--- src/design/sfr_pkg.sv ---
// Shared types and constants for the stream find-and-replace block.
// Used by sfr_front, sfr_queue, sfr_back and stream_find_replace_unit.
// No dependencies.
package sfr_pkg;

    localparam int DEFAULT_MAX_PATTERN     = 8;
    localparam int DEFAULT_MAX_REPLACEMENT = 8;
    localparam int DEFAULT_QUEUE_DEPTH     = 4;

    localparam int CFG_INDEX_W = 8;
    localparam int CFG_DATA_W  = 64;

    // Configuration register indexes
    localparam logic [CFG_INDEX_W-1:0] REG_PATTERN_BYTES      = 8'd0;
    localparam logic [CFG_INDEX_W-1:0] REG_PATTERN_LENGTH     = 8'd1;
    localparam logic [CFG_INDEX_W-1:0] REG_REPLACEMENT_BYTES  = 8'd2;
    localparam logic [CFG_INDEX_W-1:0] REG_REPLACEMENT_LENGTH = 8'd3;

    localparam logic ACTION_DATA  = 1'b0;
    localparam logic ACTION_FLUSH = 1'b1;
    localparam logic KIND_CHAR    = 1'b0;
    localparam logic KIND_END     = 1'b1;

    typedef struct packed {
        logic       action;
        logic [7:0] data_byte;
    } in_item_t;

    typedef struct packed {
        logic       out_kind;
        logic [7:0] out_byte;
        logic       last;
    } out_item_t;

    // Work handed from the front to the back
    typedef enum logic [1:0] {
        JOB_BYTE,
        JOB_REPL,
        JOB_FLUSH
    } job_kind_t;

    typedef struct packed {
        job_kind_t   kind;
        logic [63:0] data;
        logic [3:0]  count;
    } job_t;

endpackage

--- src/design/stream_find_replace_unit.sv ---
// Top level of the stream find-and-replace block.
// Depends on sfr_pkg, sfr_front, sfr_queue and sfr_back.
//
// Usage:
//   s_valid/s_ready/s_item carry input items: a data byte or an end-of-string
//   flush. m_valid/m_ready/m_item carry result items: characters and the end
//   marker, with last set on the final result caused by an input item.
//   cfg_valid/cfg_ready/cfg_index/cfg_data write the four registers
//   (pattern bytes, pattern length, replacement bytes, replacement length);
//   cfg_ready is always high. Write them only while the block is idle.
//   Path: an accepted item is classified by the front combinationally and
//   queued at the accepting edge; the back later loads its results from the
//   queue head into the output register, behind any older queued jobs.
//   Throughput: one input item per cycle while each item causes at most one
//   result and m_ready stays high. The back emits a replacement at one byte
//   per cycle while m_ready is high, a flush as the window bytes and the end
//   marker; the four-entry queue absorbs bursts; s_ready drops only when full.
//   Reset: window empty, pattern length 1, other registers zero, queue and
//   output register empty.
//   Stall: when m_ready is low the output register holds, the back stops,
//   the queue fills, and then input is held off.
module stream_find_replace_unit
    import sfr_pkg::*;
#(
    parameter int MAX_PATTERN     = DEFAULT_MAX_PATTERN,
    parameter int MAX_REPLACEMENT = DEFAULT_MAX_REPLACEMENT
) (
    input  logic                   aclk,
    input  logic                   aresetn,
    input  logic                   cfg_valid,
    output logic                   cfg_ready,
    input  logic [CFG_INDEX_W-1:0] cfg_index,
    input  logic [CFG_DATA_W-1:0]  cfg_data,
    input  logic                   s_valid,
    output logic                   s_ready,
    input  in_item_t               s_item,
    output logic                   m_valid,
    input  logic                   m_ready,
    output out_item_t              m_item
);

    logic push;
    job_t push_job;
    logic q_full;
    logic q_valid;
    job_t q_head;
    logic q_pop;

    // Registers are plain flops: always take the write
    assign cfg_ready = 1'b1;

    // Front: hold the window, compare against the pattern, classify
    sfr_front #(
        .MAX_PATTERN     (MAX_PATTERN),
        .MAX_REPLACEMENT (MAX_REPLACEMENT)
    ) u_front (
        .aclk      (aclk),
        .aresetn   (aresetn),
        .cfg_valid (cfg_valid),
        .cfg_index (cfg_index),
        .cfg_data  (cfg_data),
        .s_valid   (s_valid),
        .s_ready   (s_ready),
        .s_item    (s_item),
        .q_full    (q_full),
        .push      (push),
        .push_job  (push_job)
    );

    // Queue: decouple classification from expansion
    sfr_queue #(
        .DEPTH (DEFAULT_QUEUE_DEPTH)
    ) u_queue (
        .aclk     (aclk),
        .aresetn  (aresetn),
        .push     (push),
        .push_job (push_job),
        .full     (q_full),
        .q_valid  (q_valid),
        .head     (q_head),
        .pop      (q_pop)
    );

    // Back: expand each job into result items
    sfr_back u_back (
        .aclk    (aclk),
        .aresetn (aresetn),
        .q_valid (q_valid),
        .head    (q_head),
        .pop     (q_pop),
        .m_valid (m_valid),
        .m_ready (m_ready),
        .m_item  (m_item)
    );

endmodule

--- src/design/sfr_front.sv ---
// Front part: configuration registers, match window and item classification.
// Depends on sfr_pkg. Produces one job per item that causes results.
module sfr_front
    import sfr_pkg::*;
#(
    parameter int MAX_PATTERN     = DEFAULT_MAX_PATTERN,
    parameter int MAX_REPLACEMENT = DEFAULT_MAX_REPLACEMENT
) (
    input  logic                   aclk,
    input  logic                   aresetn,
    input  logic                   cfg_valid,
    input  logic [CFG_INDEX_W-1:0] cfg_index,
    input  logic [CFG_DATA_W-1:0]  cfg_data,
    input  logic                   s_valid,
    output logic                   s_ready,
    input  in_item_t               s_item,
    input  logic                   q_full,
    output logic                   push,
    output job_t                   push_job
);

    logic [63:0] pattern_reg;
    logic [3:0]  plen_reg;
    logic [63:0] repl_reg;
    logic [3:0]  rlen_reg;

    logic [7:0]  win_reg  [MAX_PATTERN];
    logic [7:0]  win_next [MAX_PATTERN];
    logic [3:0]  fill_reg;
    logic [3:0]  fill_next;

    logic [7:0]  ext [MAX_PATTERN];
    logic [3:0]  plen;
    logic [3:0]  rlen;
    logic [3:0]  fill;
    logic [3:0]  fill_inc;
    logic        match;
    logic        accept;
    logic        plen_write;
    logic [63:0] flush_data;

    assign s_ready    = !q_full;
    assign accept     = s_valid && s_ready;
    assign plen_write = cfg_valid && (cfg_index == REG_PATTERN_LENGTH);

    always_comb begin
        if (plen_reg == 4'd0) begin
            plen = 4'd1;
        end else if (plen_reg > 4'(MAX_PATTERN)) begin
            plen = 4'(MAX_PATTERN);
        end else begin
            plen = plen_reg;
        end
        rlen = (rlen_reg > 4'(MAX_REPLACEMENT)) ? 4'(MAX_REPLACEMENT) : rlen_reg;
    end

    always_comb begin
        fill     = (fill_reg >= plen) ? 4'd0 : fill_reg;
        fill_inc = fill + 4'd1;
        match    = 1'b1;
        flush_data = '0;
        for (int k = 0; k < MAX_PATTERN; k++) begin
            if (4'(k) < fill) begin
                ext[k] = win_reg[k];
            end else if (4'(k) == fill) begin
                ext[k] = s_item.data_byte;
            end else begin
                ext[k] = 8'h00;
            end
            if ((4'(k) < plen) && (ext[k] != pattern_reg[8*k +: 8])) begin
                match = 1'b0;
            end
            flush_data[8*k +: 8] = win_reg[k];
        end
    end

    always_comb begin
        win_next       = win_reg;
        fill_next      = fill_reg;
        push           = 1'b0;
        push_job.kind  = JOB_BYTE;
        push_job.data  = '0;
        push_job.count = 4'd1;
        if (accept) begin
            if (s_item.action == ACTION_FLUSH) begin
                // Drain the window, then the end marker
                push           = 1'b1;
                push_job.kind  = JOB_FLUSH;
                push_job.data  = flush_data;
                push_job.count = fill;
                for (int k = 0; k < MAX_PATTERN; k++) begin
                    win_next[k] = 8'h00;
                end
                fill_next = 4'd0;
            end else if (fill_inc >= plen) begin
                if (match) begin
                    push           = (rlen != 4'd0);
                    push_job.kind  = JOB_REPL;
                    push_job.data  = repl_reg;
                    push_job.count = rlen;
                    for (int k = 0; k < MAX_PATTERN; k++) begin
                        win_next[k] = 8'h00;
                    end
                    fill_next = 4'd0;
                end else begin
                    // Release the oldest byte and shift the window down
                    push                = 1'b1;
                    push_job.kind       = JOB_BYTE;
                    push_job.data[7:0]  = ext[0];
                    push_job.count      = 4'd1;
                    for (int k = 0; k < MAX_PATTERN - 1; k++) begin
                        win_next[k] = ext[k+1];
                    end
                    win_next[MAX_PATTERN-1] = 8'h00;
                    fill_next = fill;
                end
            end else begin
                win_next  = ext;
                fill_next = fill_inc;
            end
        end
        if (plen_write) begin
            // New length: drop whatever the window holds
            for (int k = 0; k < MAX_PATTERN; k++) begin
                win_next[k] = 8'h00;
            end
            fill_next = 4'd0;
        end
    end

    always_ff @(posedge aclk) begin
        if (!aresetn) begin
            pattern_reg <= '0;
            plen_reg    <= 4'd1;
            repl_reg    <= '0;
            rlen_reg    <= 4'd0;
            fill_reg    <= 4'd0;
            for (int k = 0; k < MAX_PATTERN; k++) begin
                win_reg[k] <= 8'h00;
            end
        end else begin
            win_reg  <= win_next;
            fill_reg <= fill_next;
            if (cfg_valid) begin
                unique case (cfg_index)
                    REG_PATTERN_BYTES: begin
                        pattern_reg <= cfg_data;
                    end
                    REG_PATTERN_LENGTH: begin
                        plen_reg <= cfg_data[3:0];
                    end
                    REG_REPLACEMENT_BYTES: begin
                        repl_reg <= cfg_data;
                    end
                    REG_REPLACEMENT_LENGTH: begin
                        rlen_reg <= cfg_data[3:0];
                    end
                    default: begin
                    end
                endcase
            end
        end
    end

    a_fill_below_plen: assert property (@(posedge aclk) disable iff (!aresetn)
        fill_reg < plen)
        else $error("window fill reached the pattern length");

    a_no_push_when_full: assert property (@(posedge aclk) disable iff (!aresetn)
        !(push && q_full))
        else $error("job pushed into a full queue");

endmodule

--- src/design/sfr_queue.sv ---
// Short job queue between the front and back parts.
// Depends on sfr_pkg for the job type.
module sfr_queue
    import sfr_pkg::*;
#(
    parameter int DEPTH = DEFAULT_QUEUE_DEPTH
) (
    input  logic aclk,
    input  logic aresetn,
    input  logic push,
    input  job_t push_job,
    output logic full,
    output logic q_valid,
    output job_t head,
    input  logic pop
);

    localparam int PTR_W = (DEPTH > 1) ? $clog2(DEPTH) : 1;
    localparam int CNT_W = $clog2(DEPTH + 1);

    job_t             mem [DEPTH];
    logic [PTR_W-1:0] wr_ptr_reg;
    logic [PTR_W-1:0] rd_ptr_reg;
    logic [CNT_W-1:0] count_reg;
    logic             do_pop;

    assign full    = (count_reg == CNT_W'(DEPTH));
    assign q_valid = (count_reg != '0);
    assign head    = mem[rd_ptr_reg];
    assign do_pop  = pop && q_valid;

    always_ff @(posedge aclk) begin
        if (push) begin
            mem[wr_ptr_reg] <= push_job;
        end
    end

    always_ff @(posedge aclk) begin
        if (!aresetn) begin
            wr_ptr_reg <= '0;
            rd_ptr_reg <= '0;
            count_reg  <= '0;
        end else begin
            if (push) begin
                wr_ptr_reg <= (wr_ptr_reg == PTR_W'(DEPTH - 1)) ? '0 : wr_ptr_reg + 1'b1;
            end
            if (do_pop) begin
                rd_ptr_reg <= (rd_ptr_reg == PTR_W'(DEPTH - 1)) ? '0 : rd_ptr_reg + 1'b1;
            end
            if (push && !do_pop) begin
                count_reg <= count_reg + 1'b1;
            end else if (!push && do_pop) begin
                count_reg <= count_reg - 1'b1;
            end
        end
    end

    a_count_bounded: assert property (@(posedge aclk) disable iff (!aresetn)
        count_reg <= CNT_W'(DEPTH))
        else $error("queue count exceeds depth");

endmodule

--- src/design/sfr_back.sv ---
// Back part: expands queued jobs into result items in an output register,
// one per cycle unless m_ready stalls it. Depends on sfr_pkg.
module sfr_back
    import sfr_pkg::*;
(
    input  logic      aclk,
    input  logic      aresetn,
    input  logic      q_valid,
    input  job_t      head,
    output logic      pop,
    output logic      m_valid,
    input  logic      m_ready,
    output out_item_t m_item
);

    logic [2:0] idx_reg;
    logic       m_valid_reg;
    out_item_t  m_item_reg;

    logic [3:0] idx4;
    logic [7:0] lane;
    logic       load;
    logic       fire;
    logic       done;
    out_item_t  res;

    assign idx4 = {1'b0, idx_reg};
    assign lane = head.data[{idx_reg, 3'b000} +: 8];
    assign load = !m_valid_reg || m_ready;
    assign fire = q_valid && load;
    assign pop  = fire && done;

    always_comb begin
        res.out_kind = KIND_CHAR;
        res.out_byte = lane;
        res.last     = 1'b0;
        done         = 1'b0;
        case (head.kind)
            JOB_FLUSH: begin
                if (idx4 == head.count) begin
                    res.out_kind = KIND_END;
                    res.out_byte = 8'h00;
                    res.last     = 1'b1;
                    done         = 1'b1;
                end
            end
            default: begin
                res.last = (idx4 + 4'd1 == head.count);
                done     = res.last;
            end
        endcase
    end

    always_ff @(posedge aclk) begin
        if (!aresetn) begin
            m_valid_reg <= 1'b0;
            idx_reg     <= 3'd0;
        end else if (fire) begin
            m_valid_reg <= 1'b1;
            idx_reg     <= done ? 3'd0 : idx_reg + 3'd1;
        end else if (m_ready) begin
            m_valid_reg <= 1'b0;
        end
    end

    always_ff @(posedge aclk) begin
        if (fire) begin
            m_item_reg <= res;
        end
    end

    assign m_valid = m_valid_reg;
    assign m_item  = m_item_reg;

    a_marker_is_last: assert property (@(posedge aclk) disable iff (!aresetn)
        (m_valid_reg && (m_item_reg.out_kind == KIND_END)) |-> m_item_reg.last)
        else $error("end marker without last");

    a_idx_in_job: assert property (@(posedge aclk) disable iff (!aresetn)
        (q_valid && (head.kind != JOB_FLUSH)) |-> (idx4 < head.count))
        else $error("byte index ran past the job");

endmodule

--- config.mk ---
export PLATFORM = sky130hd
export DESIGN_NAME = stream_find_replace_unit
export DESIGN_NICKNAME = d
export VERILOG_FILES = /design/src/design/sfr_pkg.sv /design/src/design/stream_find_replace_unit.sv /design/src/design/sfr_front.sv /design/src/design/sfr_queue.sv /design/src/design/sfr_back.sv
export SDC_FILE = /design/constraint.sdc
export NUM_CORES = 1
export LEC_CHECK = 0
export BUFFER_PORTS_ARGS = -buffer_cell sky130_fd_sc_hd__buf_4
export CAP_MARGIN = 20
export CORE_ASPECT_RATIO = 0.6
export CORE_UTILIZATION = 45
export CTS_CLUSTER_DIAMETER = 30
export DETAILED_ROUTE_END_ITERATION = 8
export SLEW_MARGIN = 20
export SYNTH_ARGS = -nofsm -noshare
export SYNTH_HDL_FRONTEND = slang
export SYNTH_SLANG_ARGS = --single-unit
--- constraint.sdc ---
create_clock -name aclk -period 15.4 [get_ports aclk]
set_clock_uncertainty 0.05 [all_clocks]
set_input_delay 1.54 -clock aclk [delete_from_list [all_inputs] [get_ports aclk]]
set_output_delay 1.54 -clock aclk [all_outputs]
set_load 0.02 [all_outputs]
==> flow_summary.json, run 1 <==
{
  "die_w_um": 294,
  "avgSynthCellArea_um2": 12.0,
  "gr-usage-all-layers_pct": 28.2,
  "p_leak_nw": 9.19,
  "fin_nets": 2082,
  "maxCapViolations": 0,
  "regArea_um2": 13100,
  "viasPerCell": 6.18,
  "multiInputGateArea_um2": 9350,
  "start_kind": "flip-flop",
  "ant_nets": 0,
  "cp.required_ns": 15.72,
  "slew_headroom_pct": 31.9,
  "holdBufCountCts": 0,
  "fin_crit_ns": 7.32,
  "htreeDepth": 3,
  "grt_max_degree": 85,
  "place_inst": 2577,
  "dieHeight_um": 177,
  "route.detailed.drc": 0,
  "grt_pass1_wl_um": 107000,
  "clockBufferDepth": 3,
  "cts_root_buffer": "clkbuf_16",
  "hp-class": "flip-flop to flip-flop",
  "drt-initial-drc-count": 1954,
  "worst-path-buf-inv": 2,
  "cts_setup_buffers": 0,
  "gp_congestion": 0.956,
  "cp.arrival_ns": 7.64,
  "post_drt_wl_per_cell_um": 26.5,
  "cts_tree": "built",
  "synth_top_cell_area_share_pct": 37.8,
  "tns_ns": 0,
  "endpoint_kind": "flip-flop",
  "start_util_pct": 46.1,
  "most-common-layout-cells": "357 x nand2_1, 290 x edfxtp_1, 215 x dfxtp_1",
  "max_stage_delay_ns": 0.98,
  "synth_nets": 2024,
  "yosys_warnings": 0,
  "ys_types": 79,
  "worstMarginPinSlew_ns": 1.01,
  "synth_top_area_cell": "edfxtp_1",
  "grt_setup_unrepaired": "no",
  "path_clk_slew_ns": 0.05,
  "crit_family": "simple AND/OR/NAND/NOR gates",
  "ys_top_cells_by_area": "edfxtp_1 38%, dfxtp_1 19%, mux4_2 8.2%",
  "ys_ff_latch": 507,
  "drv_slew": 0,
  "power.total_mw": 4.07,
  "post_cts_resize_count": 0,
  "dp_hpwl_um": 48300,
  "cp_slowest_cell": "and3_4",
  "pin_count": 99,
  "max_flop_register": "u_queue.mem",
  "cp_max_fo": 64,
  "grt_pass1_vias": 16367,
  "layout_commonest_cell": "nand2_1",
  "cts_made_buffers": 79,
  "fillCellCount": 4237,
  "worstPathCellList": "ha_1, a21oi_1, o21a_1, buf_4, nand2_1, inv_1, ha_1, and4bb_1, a22oi_2, and4bb_1, a31oi_1, o32ai_1, a41oi_1, or4_1, nor4b_1, and3_4, a22o_1",
  "synth_ff_type": "edfxtp_1",
  "port_buffers": 97,
  "synth_edf_count": 290,
  "antenna_found_initial": 2,
  "drt-total-wl_um": 72300,
  "first_pass_iters": 6,
  "vias": 16830,
  "instances_no_fill": 2725,
  "syn_inst": 1918,
  "finalHoldViolCount": 0,
  "ir_worst_vdd_uv": 110,
  "postLayoutCellArea_um2": 27100,
  "ys_async_sr_fraction_pct": 0,
  "core.rowCount": 63,
  "yosysSeqAreaShare_pct": 56.7,
  "drive_gt1_share_pct": 19.7,
  "period_share_pct": 47.6,
  "power_density_nw_per_um2": 151,
  "setup_violations": 0,
  "timing.hold.ws_ns": 0.416,
  "cts.sinks": 507,
  "die-area_um2": 52100,
  "grt-ovfl-total": 0,
  "n_antenna_cell": 0,
  "core_region_area_um2": 49900,
  "syn_area_um2": 23000,
  "status": "finished clean",
  "clock.fmax_mhz": 137,
  "path_class": "flip-flop to flip-flop",
  "placed_cell_area_um2": 24300,
  "largest_reg_flops": 280,
  "worst_skew_pair.late_latency_ns": 0.61,
  "area_growth_pct": 17.6
}
## per-stage QoR
step	worst slack (ns)	util (%)
detailed placement	8.27	48.8
global placement	8.36	48.8
finish	8.08	54.2
global route	7.74	54.2
floorplan	5.16	-
CTS	8.20	54.2
## cells by family (layout without fill, tap and decap cells)
kind of cell    after synthesis  in the layout  synth area share (%)
flops                       507            507                  56.7
fa+ha+maj                    20             20                  1.12
mux                         116            116                  9.63
xor+xnor                     46             46                  1.75
compound gates              513            513                  17.1
buf+inv                     183            308                  3.21
simple gates                532            532                  10.4
other cells                   1              1                0.0163
## area by class of cell
class | count | area share (%)
flip-flops and latches | 507 | 48.3
multi-input cells | 1228 | 34.5
clock buffers | 90 | 7.88
repair buffers | 127 | 3.52
well taps | 682 | 3.15
clock inverters | 58 | 2.17
inverters | 33 | 0.458
## cell usage after synthesis, types with 5 or more instances
library cell and n:
a21oi_1 36, a32o_1 66, mux4_2 84, buf_2 15
a32oi_1 6, a22o_1 72, a21o_1 9, buf_1 16
nor2_1 42, xor2_1 21, o21ai_0 71, and3_1 11
nor2b_1 12, nand2b_1 8, nor4b_1 6, nand4_1 10
o31ai_1 6, mux2i_1 29, nor3_1 8, inv_1 32
o22ai_1 8, nand3_1 25, or3_1 13, a22oi_2 5
a31oi_1 13, clkbuf_1 114, edfxtp_1 290, a22oi_1 39
nand2_1 358, xnor2_1 25, and2_1 5, o32ai_1 7
nor4_1 9, o311ai_0 5, a21boi_0 131, ha_1 19
dfxtp_1 217
## worst register-to-register path, stage by stage, from the launching register on
cell      delay [ns]
dfxtp_1         0.89
ha_1            0.38
a21oi_1         0.30
o21a_1          0.17
buf_4           0.32
nand2_1         0.17
inv_1           0.18
ha_1            0.20
and4bb_1        0.59
a22oi_2         0.22
and4bb_1        0.32
a31oi_1         0.04
o32ai_1         0.18
a41oi_1         0.23
or4_1           0.46
nor4b_1         0.87
and3_4          0.98
a22o_1          0.54
## per-layer routing
layer,vias to the layer above,part of all wire (%),track usage (%)
met5,-,0,0
met4,0,1.8,6.51
met3,106,12,10.2
met2,816,41,39.1
met1,8466,46,41.5
li1,7442,-,-
## report_power, final
group          internal [mW]  switching, mW
sequential              1.60         0.0527
combinational          0.245          0.380
clock                   1.11          0.690
## worst paths after layout
kind                            depth (start not counted)  slack, ns           startpoint             endpoint
worst min register to register                          2       0.42  u_front.repl_reg[2]  u_front.repl_reg[2]
worst min-delay path                                    2       0.42  u_front.repl_reg[2]  u_front.repl_reg[2]
worst max-delay path                                   17       8.08  u_front.fill_reg[3]   u_queue.mem[3][62]
worst max register to register                         17       8.08  u_front.fill_reg[3]   u_queue.mem[3][62]
(Power assumes the default switching activity.)
==> inputs of run 2 (changes only) <==
==> constraint.sdc (replaced) <==
create_clock -name aclk -period 7.4 [get_ports aclk]
set_clock_uncertainty 0.05 [all_clocks]
set_input_delay 0.74 -clock aclk [delete_from_list [all_inputs] [get_ports aclk]]
set_output_delay 0.74 -clock aclk [all_outputs]
set_load 0.02 [all_outputs]
==> flow_summary.json, run 2 (synthesis gave the netlist of run 1 again) <==
{
  "cts_setup_buffers": 0,
  "worstMarginPinSlew_ns": 0.968,
  "max_flop_register": "u_queue.mem",
  "clock.fmax_mhz": 156,
  "drt-total-wl_um": 70700,
  "cts_root_buffer": "clkbuf_16",
  "htreeDepth": 3,
  "pin_count": 99,
  "cts.sinks": 507,
  "ff2ff_setup_slack_ns": 1.0,
  "holdBufCountCts": 0,
  "route.detailed.drc": 0,
  "worst_skew_pair.late_latency_ns": 0.61,
  "fillCellCount": 4211,
  "fin_nets": 2085,
  "post_cts_resize_count": 0,
  "largest_reg_flops": 280,
  "drt-initial-drc-count": 1802,
  "finalHoldViolCount": 0,
  "gr-usage-all-layers_pct": 27.3,
  "die-area_um2": 52100,
  "clockBufferDepth": 3,
  "cp.arrival_ns": 6.89,
  "dp_hpwl_um": 47400,
  "antenna_found_initial": 1,
  "gp_congestion": 0.898,
  "drv_slew": 0,
  "area_growth_pct": 18.6,
  "grt_pass1_wl_um": 104000,
  "drive_gt1_share_pct": 19.6,
  "dieHeight_um": 177,
  "regArea_um2": 13100,
  "core_region_area_um2": 49900,
  "port_buffers": 97,
  "maxCapViolations": 0,
  "timing.hold.ws_ns": 0.349,
  "slew_headroom_pct": 35.4,
  "setup_violations": 0,
  "endpoint_kind": "flip-flop",
  "cts_made_buffers": 79,
  "tns_ns": 0,
  "core.rowCount": 63,
  "hp-class": "input pin to flip-flop",
  "ir_worst_vdd_uv": 235,
  "power_density_nw_per_um2": 315,
  "start_kind": "flip-flop",
  "die_w_um": 294,
  "path_class": "flip-flop to flip-flop",
  "grt-ovfl-total": 0,
  "grt_setup_unrepaired": "no",
  "first_pass_iters": 7,
  "start_util_pct": 46.1,
  "viasPerCell": 6.14,
  "p_leak_nw": 9.24,
  "n_antenna_cell": 0,
  "cts_tree": "built",
  "cp.required_ns": 7.88,
  "vias": 16737,
  "most-common-layout-cells": "357 x nand2_1, 290 x edfxtp_1, 215 x dfxtp_1",
  "multiInputGateArea_um2": 9330,
  "grt_pass1_vias": 15666,
  "grt_max_degree": 81,
  "cp_max_fo": 17,
  "fin_crit_ns": 6.40,
  "post_drt_wl_per_cell_um": 25.9,
  "period_share_pct": 86.5,
  "path_clk_slew_ns": 0.06,
  "layout_commonest_cell": "nand2_1",
  "status": "finished clean",
  "ant_nets": 0
}
[run 2: worst paths after layout]
path,start,end,depth (start not counted)
max,u_front.plen_reg[3],u_queue.count_reg[2],24
min,cfg_data[10],u_front.pattern_reg[10],3
max reg2reg,u_front.plen_reg[3],u_queue.count_reg[2],24
min reg2reg,u_front.repl_reg[6],u_front.repl_reg[6],2
[run 2: through the flow]
| step | power [mW] | std cells | setup slack [ns] | instance area [um2] | utilization (%) |
|---|---|---|---|---|---|
| finish | 8.59 | 2726 | 0.996 | 27300 | 54.7 |
| global route | 8.88 | 2726 | 0.434 | 27300 | 54.7 |
| CTS | 8.66 | 2726 | 1.01 | 27300 | 54.7 |
| detailed placement | 4.72 | 2580 | 1.01 | 24400 | 48.9 |
| global placement | 4.70 | 2580 | 1.23 | 24400 | 48.9 |
| floorplan | 4.25 | 1918 | -0.447 | 23000 | - |
[run 2: layout make-up]
cell class / count / share of cell area [%]
clock buffers: 88 / 7.55
clock inverters: 58 / 2.98
inverters: 33 / 0.454
multi-input cells: 1228 / 34.2
flip-flops and latches: 507 / 47.9
well taps: 682 / 3.13
repair buffers: 130 / 3.81
[run 2: critical path, cell delays in order (launching register included)]
cell      delay [ns]
dfxtp_1         0.52
inv_1           0.19
nand2_1         0.16
ha_1            0.24
o211ai_1        0.31
o21a_1          0.24
nand2_1         0.12
inv_1           0.18
ha_1            0.20
and4bb_1        0.62
a22oi_2         0.24
and4bb_1        0.32
a31oi_1         0.04
o32ai_1         0.14
a41oi_1         0.19
or4_1           0.44
or4b_1          0.77
nor2_1          0.22
a21oi_1         0.09
ha_1            0.23
inv_1           0.07
fa_1            0.17
xor2_1          0.07
or3_1           0.31
a21boi_0        0.17
[run 2: routing by layer]
| metal | GRT usage (%) | share of wire [%] |
|---|---|---|
| met3 | 7.40 | 11 |
| met2 | 36.6 | 40 |
| met1 | 42.8 | 47 |
| met4 | 6.62 | 1.8 |
| met5 | 0 | 0 |
[run 2: power by group]
group	switching, mW	total, mW	internal [mW]
Clock	1.45	3.94	2.49
Sequential	0.136	3.46	3.33
Combinational	0.671	1.19	0.515
